<file path="config.mk">
export PLATFORM = sky130hd
export DESIGN_NAME = mlrq_ram
export DESIGN_NICKNAME = d
export VERILOG_FILES = /design/src/mlrq_ram.sv
export SDC_FILE = /design/constraint.sdc
export NUM_CORES = 2
export LEC_CHECK = 0
export BUFFER_PORTS_ARGS = -buffer_cell sky130_fd_sc_hd__clkbuf_2
export CAP_MARGIN = 20
export CORE_AREA = 2 2 408 491
export DETAILED_ROUTE_END_ITERATION = 12
export DIE_AREA = 0 0 410 493
export PLACE_DENSITY = 0.51
export SLEW_MARGIN = 30
export SYNTH_ARGS = -nofsm -noshare
export SYNTH_HDL_FRONTEND = slang
export SYNTH_SLANG_ARGS = --single-unit
</file>
<file path="constraint.sdc">
create_clock -name clk_i -period 3 [get_ports clk_i]
set_input_delay 0.15 -clock clk_i [delete_from_list [all_inputs] [get_ports clk_i]]
set_output_delay 0.15 -clock clk_i [all_outputs]
set_load 0.1 [all_outputs]
</file>
<file path="src/mlrq_ram.sv">
// generic single-port ram with registered read
module mlrq_ram #(
  parameter int WIDTH = 8,
  parameter int DEPTH = 256
) (
  input  logic                     clk_i,
  input  logic                     we_i,
  input  logic                     re_i,
  input  logic [$clog2(DEPTH)-1:0] addr_i,
  input  logic [WIDTH-1:0]         wdata_i,
  output logic [WIDTH-1:0]         rdata_o
);

  logic [WIDTH-1:0] mem_q [DEPTH];
  logic [WIDTH-1:0] rdata_q;

  always_ff @(posedge clk_i) begin
    if (we_i) begin
      mem_q[addr_i] <= wdata_i;
    end
    if (re_i) begin
      rdata_q <= mem_q[addr_i];
    end
  end

  assign rdata_o = rdata_q;

endmodule

</file>
== Yosys cells after proc, flatten, opt, wreduce, memory -nomap -nowiden ==
Memories as Yosys holds them, arrays and structs flattened. A register that Yosys moved wholly into a read port is not among the register bits.
Index checks and enable logic that the tools add are counted.
Word-level totals
  register bits: 0
  RAM bits: 2048
  bits of input ports: 19
  output and inout port bits: 8
  word-level logic and storage cells: 3
  memories: 1
Operators by class
  mux-type cells: 2
Memory list
  mem_q: depth 256, bits a word 8, read ports 1, clocked after Yosys merged registers in 1, write ports 1, line 14  | logic [WIDTH-1:0] mem_q [DEPTH];
Operators with widths (number)
  1-bit two-way mux: 2

== Longest topological paths before layout ==
  word-level depth: 2
  depth in mapped cells: 10
  mapped depth without buffers: 5

== Worst setup path after synthesis ==
No wires, ideal clock.
  kind: input-to-reg
  start: input addr_i[1]
  end: memory mem_q[111][0] (enable)
  setup time: 0.370 ns
  data arrival time: 1.999 ns
  data required time: 2.630 ns
  setup slack: 0.631 ns
  stages: 9
  path buffers: 5
  cells stage by stage: buf_2 clkbuf_1 clkbuf_1 nand2_1 buf_2 nor2_1 nand2_1 clkbuf_1 nor2_1
RTL lines
  from (decl): line 9  | input logic [$clog2(DEPTH)-1:0] addr_i,
  to (decl): line 14
Straight into the memory's write port.

==> impl_metrics.json <==
{
  "p_per_area_nw_per_um2": 640,
  "grt_util_met2_pct": 34.8,
  "nFillCells": 16300,
  "synth_top_cell_by_area": "edfxtp_1",
  "critical_path_class": "reg2reg",
  "synth.most_common_cell": "edfxtp_1",
  "worst_skew_pair.late_latency_ns": 0.85,
  "hold_start": "we_i",
  "final_nets": 4104,
  "ir_drop_mv": 0.594,
  "fin_hold_ws_ns": 0.249,
  "fin_ws_ns": 0.0181,
  "hp-class": "in2reg",
  "crit_path_top_delay_cell": "o41ai_1",
  "cts_max_path_buffers": 3,
  "final-setup-viol-count": 0,
  "boundaryPins": 27,
  "path_max_fanout": 1,
  "cp-start-kind": "flop",
  "fp.dieW_um": 410,
  "grtUsageMet1_pct": 27.9,
  "synth-seq-cells": 2056,
  "synthFlopType": "edfxtp_1",
  "antenna_found_initial": 8,
  "synthesis.nets": 3566,
  "overflow": 0,
  "grt-busiest-layer": "met2",
  "cts_htree_levels": 4,
  "slew_viol_final": 0,
  "areaGrowthSynthToFinish_pct": 17.4,
  "crit_chain": "mux4_2 -> a22oi_1 -> a21oi_1 -> o41ai_1 -> buf_4 -> nand4_1",
  "grt_usage_pct": 20.5,
  "cp_data_arrival_time_ns": 3.52,
  "synth_area_leaders": "edfxtp_1 (79%), mux4_2 (15%), a22oi_1 (2.4%), nor2_1 (1.1%), a21oi_1 (0.82%)",
  "cp_top_family": "compound AO/OA/AOI/OAI gates",
  "dieArea_um2": 202000,
  "syn_avg_cell_area_um2": 22.2,
  "fp.dieH_um": 493,
  "synth_edf_count": 2056,
  "cpPeakStageDelay_ns": 0.91,
  "hold_viol_final": 0,
  "worstMarginPinSlew_ns": 1.00,
  "cts_tree": "built",
  "route.detailed.drc": 0,
  "utilization_pct": 46.8,
  "core_um2": 197000,
  "postSynthCellCount": 3547,
  "dpl.cell_count": 6501,
  "port_buffers": 26,
  "rr_worst_depth": 6,
  "cts_buffers": 197,
  "drtAntennaViolNets": 0,
  "drive_above_1_share_pct": 32.3,
  "grt_pass1_wl_um": 295000,
  "use_met3_pct": 2.73,
  "num_rows": 179,
  "ctsRootBufferMaster": "clkbuf_16",
  "worstPathRequired_ns": 3.54,
  "worst-path-buf-inv": 1,
  "r2r-end": "rdata_o[6]$_DFFE_PP_",
  "synth_seq_area_share_pct": 78.6,
  "drtIter0Drc": 3488,
  "ys_warn_count": 0,
  "rsz0062_at_grt": "false",
  "dp_hpwl_um": 131000,
  "path_clk_slew_ns": 0.06,
  "synthTopCellsByCount": "edfxtp_1 (2056), mux4_2 (512), a22oi_1 (256), nor2_1 (232), clkbuf_1 (145)",
  "reg2reg_from": "mem_q[79][6]$_DFFE_PP_",
  "vias_per_cell": 5.59,
  "async_flop_share_pct": 0,
  "synth.distinct_cells": 21,
  "routed_wl_um": 206000,
  "avgRoutedWirePerCell_um": 30.0,
  "fin_tns_setup_ns": 0,
  "stdcell_count": 6872,
  "finalCritPeriodShare_pct": 99.4,
  "relSlewSlack_pct": 32.2,
  "fmax_mhz": 335,
  "post-place-ws_ns": -0.576,
  "post_cts_buffers": 0,
  "gp_congestion": 0.791,
  "synth_top_cell_area_share_pct": 78.6,
  "start_util_pct": 39.8,
  "status": "complete, no violations",
  "synth_area_um2": 78600,
  "clock-sinks": 2056,
  "r2r_slack_ns": 0.02,
  "routed-via-count": 38400,
  "hold_path_depth": 4,
  "firstDrtPassIters": 7,
  "fin_skew_ns": 0.0249,
  "p_leak_nw": 28.9,
  "grt_pass1_vias": 39900,
  "min_to": "mem_q[182][5]$_DFFE_PP_",
  "grt_max_degree": 123,
  "max-cap-violations": 0,
  "endpoint_kind": "flop",
  "period_needed_ns": 2.98
}
[stage by stage]
stage	total power [mW]	cell area, um2
after floorplan	33.8	78600
after global placement	35.4	85900
after detailed placement	35.4	86000
after CTS	59.6	92300
after global routing	60.8	92300
final	59.0	92300
[layout make-up]
| type | instances | area (um2) | area share, % |
|---|---|---|---|
| sequential | 2056 | 61700 | 66.9 |
| timing repair buffer | 571 | 5170 | 5.60 |
| clock inverter | 114 | 967 | 1.05 |
| inverter | 1 | 3.75 | 0.00407 |
| antenna | 2 | 5.00 | 0.00542 |
| multi-input combinational | 1258 | 15900 | 17.2 |
| tap | 2624 | 3280 | 3.56 |
| clock buffer | 246 | 5240 | 5.68 |
[cells in the final DEF, fill, tap and decap left out, types with 2 or more instances in the layout]
| cell | synthesis | final |
|---|---|---|
| dlygate4sd3_1 | 0 | 9 |
| nor3_1 | 30 | 30 |
| or2_2 | 2 | 2 |
| inv_16 | 0 | 3 |
| diode_2 | 0 | 2 |
| clkinvlp_4 | 0 | 3 |
| a22oi_1 | 256 | 256 |
| buf_12 | 0 | 66 |
| clkinv_2 | 0 | 40 |
| clkinv_1 | 0 | 46 |
| nand4_1 | 8 | 8 |
| nand2b_1 | 6 | 4 |
| o41ai_1 | 32 | 26 |
| nand3_1 | 13 | 5 |
| mux4_2 | 512 | 512 |
| nor2_1 | 232 | 229 |
| buf_8 | 0 | 10 |
| edfxtp_1 | 2056 | 2056 |
| nand2b_2 | 0 | 2 |
| and2_1 | 3 | 2 |
| buf_4 | 16 | 470 |
| o41ai_2 | 0 | 6 |
| nand2_1 | 28 | 24 |
| nor2_2 | 0 | 2 |
| nor2b_4 | 0 | 2 |
| clkbuf_2 | 0 | 16 |
| clkbuf_1 | 145 | 43 |
| inv_6 | 0 | 6 |
| a21oi_1 | 128 | 128 |
| bufinv_16 | 0 | 15 |
| nor2b_1 | 7 | 5 |
| nand2_2 | 0 | 4 |
| nand3_2 | 0 | 8 |
| clkbuf_16 | 0 | 203 |
[sequential cells by signal, indices dropped and copies added, names as in the netlist]
register  count
mem_q      2048
rdata_o       8
[tightest hold or removal path, cell delays in order]
cell and delay (ns):
clkbuf_2 0.25, nand3_1 0.25, nor2_1 0.06, buf_4 0.18
[timing repair]
item / 4_1_cts / 5_1_grt
gates resized for setup: 0 / 0
endpoints found under the hold margin: 729 / 0
hold buffers: 9 / 0
[routing by layer]
metal  vias up  part of all wire (%)  routed length (um)
li1      16100                     -                   -
met1     20900                    42               86200
met2      1073                    51              105000
met3       265                   4.9               10000
met4         6                   2.4                4890
met5         -                 0.016                  34
[report_power, final]
group | internal (mW) | switching (mW) | leakage (nW)
Sequential | 31.7 | 0.0330 | 18.5
Clock | 13.6 | 10.6 | 3.05
Combinational | 1.14 | 1.93 | 7.36
[how the worst max path moves through the flow]
stage                                 start                 endpoint  depth (start not counted)
floorplan                         addr_i[1]  mem_q[111][0]$_DFFE_PP_                          9
global placement                  addr_i[0]     rdata_o[2]$_DFFE_PP_                          8
detailed placement                addr_i[0]     rdata_o[6]$_DFFE_PP_                          9
CTS                 mem_q[122][6]$_DFFE_PP_     rdata_o[6]$_DFFE_PP_                          7
global route         mem_q[79][6]$_DFFE_PP_     rdata_o[6]$_DFFE_PP_                          6
finish               mem_q[79][6]$_DFFE_PP_     rdata_o[6]$_DFFE_PP_                          6
[kinds of logic (layout without fill, tap and decap cells)]
group / Yosys count / count (layout) / synth area share [%]
AO/OA/AOI/OAI: 416 / 416 / 3.62
buffers and inverters: 233 / 932 / 1.40
flip-flops: 2056 / 2056 / 78.6
multiplexers: 512 / 512 / 14.7
other: 0 / 2 / 0
AND/OR/NAND/NOR: 330 / 330 / 1.73
Note: power is estimated with default switching activity, not from simulation.
