## config.mk

```make
export PLATFORM = sky130hd
export DESIGN_NAME = mlrq_sched
export DESIGN_NICKNAME = d
export VERILOG_FILES = /design/src/mlrq_pkg.sv /design/src/mlrq_sched.sv
export SDC_FILE = /design/constraint.sdc
export NUM_CORES = 1
export LEC_CHECK = 0
export BUFFER_PORTS_ARGS = -buffer_cell sky130_fd_sc_hd__buf_2
export CORE_MARGIN = 2
export CORE_UTILIZATION = 25
export CTS_BUF_LIST = sky130_fd_sc_hd__clkbuf_8
export CTS_CLUSTER_SIZE = 28
export DETAILED_ROUTE_END_ITERATION = 12
export GPL_TIMING_DRIVEN = 1
export PLACE_DENSITY_LB_ADDON = 0.08
export SLEW_MARGIN = 0
export SYNTH_ARGS = -nofsm -noshare
export SYNTH_HDL_FRONTEND = slang
export SYNTH_SLANG_ARGS = --single-unit
```

## constraint.sdc

```tcl
create_clock -name clk_i -period 4.4 [get_ports clk_i]
set_input_delay 0.88 -clock clk_i [delete_from_list [all_inputs] [get_ports clk_i]]
set_output_delay 0.88 -clock clk_i [all_outputs]
set_load 0.02 [all_outputs]
```

## src/mlrq_pkg.sv

```systemverilog
// shared constants, types and codes of the multilevel ready-queue scheduler
package mlrq_pkg;

  localparam int LEVELS     = 8;
  localparam int TASK_SLOTS = 256;

  localparam int SLOT_W  = 8;
  localparam int PRIO_W  = 4;
  localparam int LVL_W   = (LEVELS > 1) ? $clog2(LEVELS) : 1;
  localparam int IDX_W   = $clog2(TASK_SLOTS);
  localparam int CNT_W   = $clog2(TASK_SLOTS + 1);
  localparam int DEPTH   = LEVELS * TASK_SLOTS;
  localparam int ADDR_W  = (DEPTH > 1) ? $clog2(DEPTH) : 1;

  typedef enum logic {
    FUNC_ENQUEUE = 1'b0,
    FUNC_PICK    = 1'b1
  } func_e;

  typedef enum logic [1:0] {
    ST_OK       = 2'd0,
    ST_BAD_PRIO = 2'd1,
    ST_FULL     = 2'd2,
    ST_NONE     = 2'd3
  } status_e;

  // command to the queue memory
  typedef struct packed {
    logic              we;
    logic              re;
    logic [ADDR_W-1:0] addr;
    logic [SLOT_W-1:0] wdata;
  } ram_cmd_t;

  // per-request outcome passed down the pipeline
  typedef struct packed {
    status_e status;
    logic    hit;
  } stage_res_t;

endpackage

```

## src/mlrq_sched.sv

```systemverilog
// per-level queue pointers, counts and the enqueue / pick decision
module mlrq_sched (
  input  logic                      clk_i,
  input  logic                      rst_ni,
  input  logic                      accept_i,
  input  mlrq_pkg::func_e           func_i,
  input  logic [mlrq_pkg::SLOT_W-1:0] task_slot_i,
  input  logic [mlrq_pkg::PRIO_W-1:0] priority_req_i,
  output mlrq_pkg::ram_cmd_t        ram_cmd_o,
  output mlrq_pkg::stage_res_t      result_o
);
  import mlrq_pkg::*;

  logic [IDX_W-1:0] head_q   [LEVELS];
  logic [IDX_W-1:0] head_d   [LEVELS];
  logic [IDX_W-1:0] tail_q   [LEVELS];
  logic [IDX_W-1:0] tail_d   [LEVELS];
  logic [CNT_W-1:0] count_q  [LEVELS];
  logic [CNT_W-1:0] count_d  [LEVELS];
  logic [CNT_W-1:0] served_q [LEVELS];
  logic [CNT_W-1:0] served_d [LEVELS];

  logic [LEVELS-1:0] elig1, elig2;
  logic [LVL_W-1:0]  sel1, sel2, sel, lvl;
  logic              any1, any2, prio_bad;

  function automatic logic [IDX_W-1:0] wrap_inc(input logic [IDX_W-1:0] idx);
    logic [IDX_W-1:0] r;
    if (idx == IDX_W'(TASK_SLOTS - 1)) begin
      r = '0;
    end else begin
      r = idx + 1'b1;
    end
    return r;
  endfunction

  function automatic logic [ADDR_W-1:0] store_addr(input logic [LVL_W-1:0] l,
                                                  input logic [IDX_W-1:0] idx);
    return ADDR_W'(l) * ADDR_W'(TASK_SLOTS) + ADDR_W'(idx);
  endfunction

  // first level with work left in this round, and first non-empty level
  always_comb begin
    sel1 = '0;
    sel2 = '0;
    for (int l = LEVELS - 1; l >= 0; l--) begin
      elig1[l] = served_q[l] < count_q[l];
      elig2[l] = count_q[l] != '0;
      if (elig1[l]) begin
        sel1 = LVL_W'(l);
      end
      if (elig2[l]) begin
        sel2 = LVL_W'(l);
      end
    end
    any1 = |elig1;
    any2 = |elig2;
  end

  assign prio_bad = {1'b0, priority_req_i} >= (PRIO_W + 1)'(LEVELS);
  assign lvl      = LVL_W'(priority_req_i);
  assign sel      = any1 ? sel1 : sel2;

  always_comb begin
    head_d   = head_q;
    tail_d   = tail_q;
    count_d  = count_q;
    served_d = served_q;
    ram_cmd_o        = '0;
    result_o.status  = ST_OK;
    result_o.hit     = 1'b0;

    case (func_i)
      FUNC_ENQUEUE: begin
        ram_cmd_o.addr  = store_addr(lvl, tail_q[lvl]);
        ram_cmd_o.wdata = task_slot_i;
        if (prio_bad) begin
          result_o.status = ST_BAD_PRIO;
        end else if (count_q[lvl] == CNT_W'(TASK_SLOTS)) begin
          result_o.status = ST_FULL;
        end else if (accept_i) begin
          ram_cmd_o.we  = 1'b1;
          tail_d[lvl]   = wrap_inc(tail_q[lvl]);
          count_d[lvl]  = count_q[lvl] + 1'b1;
        end
      end
      FUNC_PICK: begin
        ram_cmd_o.addr = store_addr(sel, head_q[sel]);
        result_o.hit   = any1 || any2;
        if (!(any1 || any2)) begin
          result_o.status = ST_NONE;
        end
        if (accept_i) begin
          ram_cmd_o.re = any1 || any2;
          // levels passed over lose their round; a second pass clears them all
          for (int l = 0; l < LEVELS; l++) begin
            if (!any1 || (LVL_W'(l) < sel1)) begin
              served_d[l] = '0;
            end
          end
          if (any1 || any2) begin
            served_d[sel] = any1 ? served_q[sel] + 1'b1 : CNT_W'(1);
            count_d[sel]  = count_q[sel] - 1'b1;
            head_d[sel]   = wrap_inc(head_q[sel]);
          end
        end
      end
      default: begin
        result_o.status = ST_OK;
      end
    endcase
  end

  always_ff @(posedge clk_i or negedge rst_ni) begin
    if (!rst_ni) begin
      for (int l = 0; l < LEVELS; l++) begin
        head_q[l]   <= '0;
        tail_q[l]   <= '0;
        count_q[l]  <= '0;
        served_q[l] <= '0;
      end
    end else begin
      head_q   <= head_d;
      tail_q   <= tail_d;
      count_q  <= count_d;
      served_q <= served_d;
    end
  end

endmodule

```

# Word level (Yosys, flattened, before mapping)
# Cells that the tools add are included.
dict set report word_totals {
  out_inout_bits 24
  regBits 272
  word_cells 198
  in_bits 16
}
dict set report op_classes {
  order_cmp 21
  muxes 99
  n_reduce_logical 26
  n_eq_ne 8
  bitwise_logic 5
  addsub 7
}
# operator count
set ops {}
lappend ops {{$mux 72} 6}
lappend ops {{$mux 9} 33}
lappend ops {{$bwmux 72} 3}
lappend ops {{$pmux 72 s2} 1}
lappend ops {{$bwmux 64} 2}
lappend ops {{$mux 8} 16}
lappend ops {{$bmux 9 s3} 3}
lappend ops {{$lt 9x9->1} 8}
lappend ops {{$reduce_bool 9->1} 8}
lappend ops {{$demux 9 s3} 2}
lappend ops {{$mux 3} 17}
lappend ops {{$bmux 8 s3} 2}
lappend ops {{$demux 8 s3} 2}
lappend ops {{$add 11x8->11} 2}
lappend ops {{$pmux 11 s2} 1}
lappend ops {{$add 9x1->9 const B} 2}
lappend ops {{$add 8x1->8 const B} 2}
lappend ops {{$eq 8x8->1 const B} 2}
lappend ops {{$reduce_or 8->1} 2}
lappend ops {{$ge 4x4->1 const B} 3}
lappend ops {{$lt 3x3->1 const A} 4}
lappend ops {{$eq 9x9->1 const B} 1}
lappend ops {{$logic_or 1x1->1} 9}
lappend ops {{$sub 9x1->9 const B} 1}
lappend ops {{other kinds (16)} 34}

# Logic depth before layout (Yosys ltp)
dict set report depth {
  word_depth 20
  mapped_depth 20
  depth_no_buf 17
}

# Least setup slack after synthesis
# OpenSTA, ideal clock, no wires.
dict set report synth_path {
  path_type {input -> register}
  from {in priority_req_i[0] (netlist bit)}
  to {reg tail_q[10] (netlist bit)}
  path_buffers 3
  arrival_time_ns 4.326
  slack_ns -0.051
  setup_ns 0.125
  required_ns 4.275
  cell_stages 14
  path_cell_list {clkbuf_1 > clkbuf_1 > buf_1 > a221oi_1 > o21ai_1 > inv_1 > ha_1 > nand4_1 > nand2_1 > or3_1 > inv_1 > nand2_1 > nor2_1 > mux2_2}
}
dict set report synth_via {
  elab_chain_cells 11
  word_cells_on_any_way 25
  cone_classes {add/sub (1); order compare (3); eq/ne (2); mux (14); bitwise (3); reduce/logical (2)}
}
# item line
set synth_rtl {}
lappend synth_rtl {{start: declaration} mlrq_sched.sv:8} ;# input logic [mlrq_pkg::PRIO_W-1:0] priority_req_i,
lappend synth_rtl {{$not 3->4 (not written as such)} {mlrq_sched.sv:79, mlrq_sched.sv:83}}
lappend synth_rtl {{$bmux 8 s3} mlrq_sched.sv:83} ;# tail_d[lvl] = wrap_inc(tail_q[lvl]);
lappend synth_rtl {{$mux 8 (not written as such) (2 in a row)} mlrq_sched.sv:83}
lappend synth_rtl {{$add 8x1->8 / $eq 8x8->1 (equally long branches)} {mlrq_sched.sv:32, mlrq_sched.sv:29}}
lappend synth_rtl {{$mux 8} mlrq_sched.sv:29} ;# if (idx == IDX_W'(TASK_SLOTS - 1)) begin
lappend synth_rtl {{$mux 8} mlrq_sched.sv:81} ;# end else if (accept_i) begin
lappend synth_rtl {{$mux 8} mlrq_sched.sv:79} ;# end else if (count_q[lvl] == CNT_W'(TASK_SLOTS)) begin
lappend synth_rtl {{$mux 8} mlrq_sched.sv:77} ;# if (prio_bad) begin
lappend synth_rtl {{$mux 8} mlrq_sched.sv:73} ;# case (func_i)
lappend synth_rtl {{$bwmux 64} mlrq_sched.sv:83}
lappend synth_rtl {{end signal: assignment} mlrq_sched.sv:124} ;# tail_q <= tail_d;
lappend synth_rtl {{end: declaration} mlrq_sched.sv:16} ;# logic [IDX_W-1:0] tail_q [LEVELS];
# Several ways; a longest one is shown, not always the timed one. The select of a mux whose other input is x is not followed.
# A chain may end at the register's enable or synchronous reset.

==> results.sh <==
export IMPL_path_class="register to output pin"
export IMPL_cts_root_buffer="clkbuf_8"
export IMPL_netlist_area_um2=16900
export IMPL_tightestPinTransition_ns=1.18
export IMPL_cp_data_arrival_time_ns=4.07
export IMPL_period_needed_ns=4.95
export IMPL_globalRouteTotalUtil=0.263
export IMPL_setup_violations_final=9
export IMPL_dpl_cell_count=3137
export IMPL_crit_buf_inv=4
export IMPL_cts_hold_buf=0
export IMPL_initial_core_util=0.252
export IMPL_skew_ns=0.0460
export IMPL_cts_buffer_depth=3
export IMPL_core_area_um2=66900
export IMPL_synth_ff_type="dfrtp_1"
export IMPL_p_leak_nw=11.4
export IMPL_final_layout_size_suffix_gt1_frac=0.455
export IMPL_clk_pin_slew_worst_paths_ns=0.07
export IMPL_nets=2504
export IMPL_layout_setup_ws_ns=-0.549
export IMPL_synth_edff_count=0
export IMPL_numCtsBuffers=54
export IMPL_grt_pass1_vias=18100
export IMPL_drtIter0Drc=1504
export IMPL_ir_drop_mv=0.432
export IMPL_wl_met2_mm=42.3
export IMPL_gp_congestion=0.921
export IMPL_synth_area_leader_cell="dfrtp_1"
export IMPL_htree_levels=2
export IMPL_tritoncts="yes"
export IMPL_dieHeight_um=264
export IMPL_cp_top_family="compound AO/OA/AOI/OAI gates"
export IMPL_max_slew_margin_rel=0.209
export IMPL_fin_crit_sh=1.12
export IMPL_max_freq_mhz=202
export IMPL_firstDrtPassIters=6
export IMPL_fp_dieW_um=264
export IMPL_antenna_found_initial=1
export IMPL_rsz0062_at_grt="yes"
export IMPL_postSynthCellCount=1812
export IMPL_clkSinkCount=272
export IMPL_path_cells="inv_1 > ha_1 > o21ai_0 > a211o_1 > a21oi_4 > and4_4 > buf_8 > nand3_4 > buf_6 > a222oi_1 > a32o_2 > a31oi_1 > buf_4"
export IMPL_synth_seq_cells=272
export IMPL_hold_viol=0
export IMPL_synth_distinct_cells=94
export IMPL_grt_pass1_wl_mm=132
export IMPL_hold_path_class="input port to async pin"
export IMPL_hold_ws_ns=0.277
export IMPL_p_total_w=0.0198
export IMPL_place_hpwl_mm=71.7
export IMPL_synth_nets=1897
export IMPL_synth_top_area_share=0.404
export IMPL_powerDensity_nw_per_um2=769
export IMPL_n_fill_cell=6792
export IMPL_worstSetupStartpointType="register"
export IMPL_cpMaxStageDelayCell="a222oi_1"
export IMPL_finalWirelength_mm=93.4
export IMPL_yosysWarnings=0
export IMPL_drv_slew=0
export IMPL_rows=95
export IMPL_netlist_top_cells_area="dfrtp_1 (40%), mux2_2 (5.8%), nand2_1 (5.7%)"
export IMPL_dieArea_um2=69500
export IMPL_route_antenna_remaining_nets=0
export IMPL_num_io_pins=40
export IMPL_grt_ovfl_total=0
export IMPL_drv_cap=0
export IMPL_crit_path_max_fanout=6
export IMPL_cp_required_ns=3.52
export IMPL_fin_setup_tns_ns=-3.48
export IMPL_violations="negative setup slack"
export IMPL_synthArstFlopShare=1.00
export IMPL_vias=18000
export IMPL_drc=0
export IMPL_area_delta_synth_final_pct=52.7
export IMPL_wl_per_cell_um=28.1
export IMPL_grt_max_degree=83
export IMPL_top_layer_used="met4"
export IMPL_via_per_inst=5.39
export IMPL_status="finished with violations"
export IMPL_yosysSeqAreaShare=0.404
export IMPL_clk_insertion_delay_late_ns=0.69
export IMPL_drt_met1_wl_mm=41.2
export IMPL_stdcell_count=3329
export IMPL_port_buffers=39
export IMPL_wl_met3_mm=5.48
export IMPL_crit_path_end_kind="output pin"
export IMPL_cpPeakStageDelay_ns=0.61
export IMPL_avgSynthCellArea_um2=9.30
[cell type report]
cell class / instances / area, µm² / area share
clock inverters: 24 / 143 / 0.00554
multi-input cells: 1357 / 10900 / 0.423
inverters: 94 / 358 / 0.0139
clock buffers: 68 / 936 / 0.0364
flip-flops and latches: 272 / 6830 / 0.265
diodes: 1 / 2.50 / 0.0000972
well taps: 873 / 1090 / 0.0424
repair buffers: 640 / 5500 / 0.214
[final timing paths]
path / slack (ns) / cells after the start / endpoint / from
max: -0.55 / 13 / ram_cmd_o[8] / count_q[64]$_DFFE_PN0P_
min: 0.28 / 1 / served_q[31]$_DFFE_PN0P_ / rst_ni
max reg2reg: 0.02 / 19 / head_q[59]$_DFFE_PN0P_ / count_q[64]$_DFFE_PN0P_
min reg2reg: 0.47 / 2 / tail_q[25]$_DFFE_PN0P_ / tail_q[25]$_DFFE_PN0P_
max in group asynchronous: 3.09 / 2 / served_q[50]$_DFFE_PN0P_ / rst_ni
min in group clk_i: 0.47 / 2 / tail_q[25]$_DFFE_PN0P_ / tail_q[25]$_DFFE_PN0P_
[per-stage QoR]
stage	area (µm²)	utilization	worst slack, ns
floorplan	16900	-	-0.0509
global placement	21900	0.328	-0.541
detailed placement	21900	0.328	-0.515
CTS	24400	0.364	-0.534
global route	25700	0.385	-0.571
finish	25700	0.385	-0.549
[layer usage]
metal,GRT usage,vias up
met5,0,-
met4,0.104,0
met3,0.0401,175
met2,0.422,646
met1,0.356,9099
li1,-,8033
[power breakdown]
group          internal [W]  switching [W]  leakage (nW)  total, W
combinational       0.00602        0.00746          7.18    0.0135
sequential          0.00305       0.000571          3.60   0.00362
clock               0.00144        0.00124         0.618   0.00268
[synthesized netlist by cell type, types with 13 or more instances]
cell type / n
o21ai_1: 27
o31ai_1: 30
nand2_1: 255
mux2_2: 87
inv_1: 93
nor3_1: 56
o22ai_1: 41
nand3_1: 55
a221oi_1: 14
mux2i_1: 32
nor2b_1: 18
a22o_1: 29
nor2_1: 107
o221ai_1: 30
o21ai_0: 124
nor4_1: 14
nand4_1: 23
ha_1: 69
a22oi_1: 41
a31oi_1: 13
clkbuf_1: 53
dfrtp_1: 272
buf_2: 17
a21oi_1: 55
[worst reg2reg max path, delay by kind of cell, from the launching register on]
kind	cells	cell delay, ns
buf+inv	5	0.68
flops	1	0.49
fa+ha+maj	2	0.43
compound gates	6	1.80
simple gates	5	0.70
mux	1	0.17
[layout by cell type (no fill, tap or decap), drive strengths merged, types with 6 or more instances in the layout]
cell     instances
nand3           57
nand2          257
and4             8
o22ai           41
dfrtp          272
inv            114
a2111oi          7
a22o            30
nor3b           10
and2             6
buf            639
a31oi           15
nor2           109
o31ai           36
nor2b           18
mux2i           32
a21o             6
a221oi          15
a21oi           57
or3             10
a32oi           11
a32o             9
clkbuf          69
a221o           10
a211oi          13
nor3            60
mux2            87
o21ai          153
and3            11
o221ai          30
o211ai          12
a22oi           43
mux4             8
nand4           23
xor2            16
ha              69
nor4            16
xnor2            9
[sequential cells by signal, summed over array words and instances (netlist names)]
name / count
count_q: 72
served_q: 72
head_q: 64
tail_q: 64
[kinds of logic after synthesis]
logic type | after synthesis | share of synthesized area
and+or+nand+nor | 601 | 0.169
adders and majority gates | 69 | 0.0512
xor gates and xnor gates | 25 | 0.0172
buffers and inverters | 183 | 0.0447
muxes | 127 | 0.0878
DFF | 272 | 0.404
AOI/OAI and AO/OA | 535 | 0.226
[timing repair]
item | 4_1_cts | 5_1_grt
endpoints found under the setup margin | 161 | 192
buffers inserted | 63 | 54
resized for setup | 218 | 228
cloned | 0 | 1
pin swaps | 77 | 114
Power figures use the tool's default switching activity.
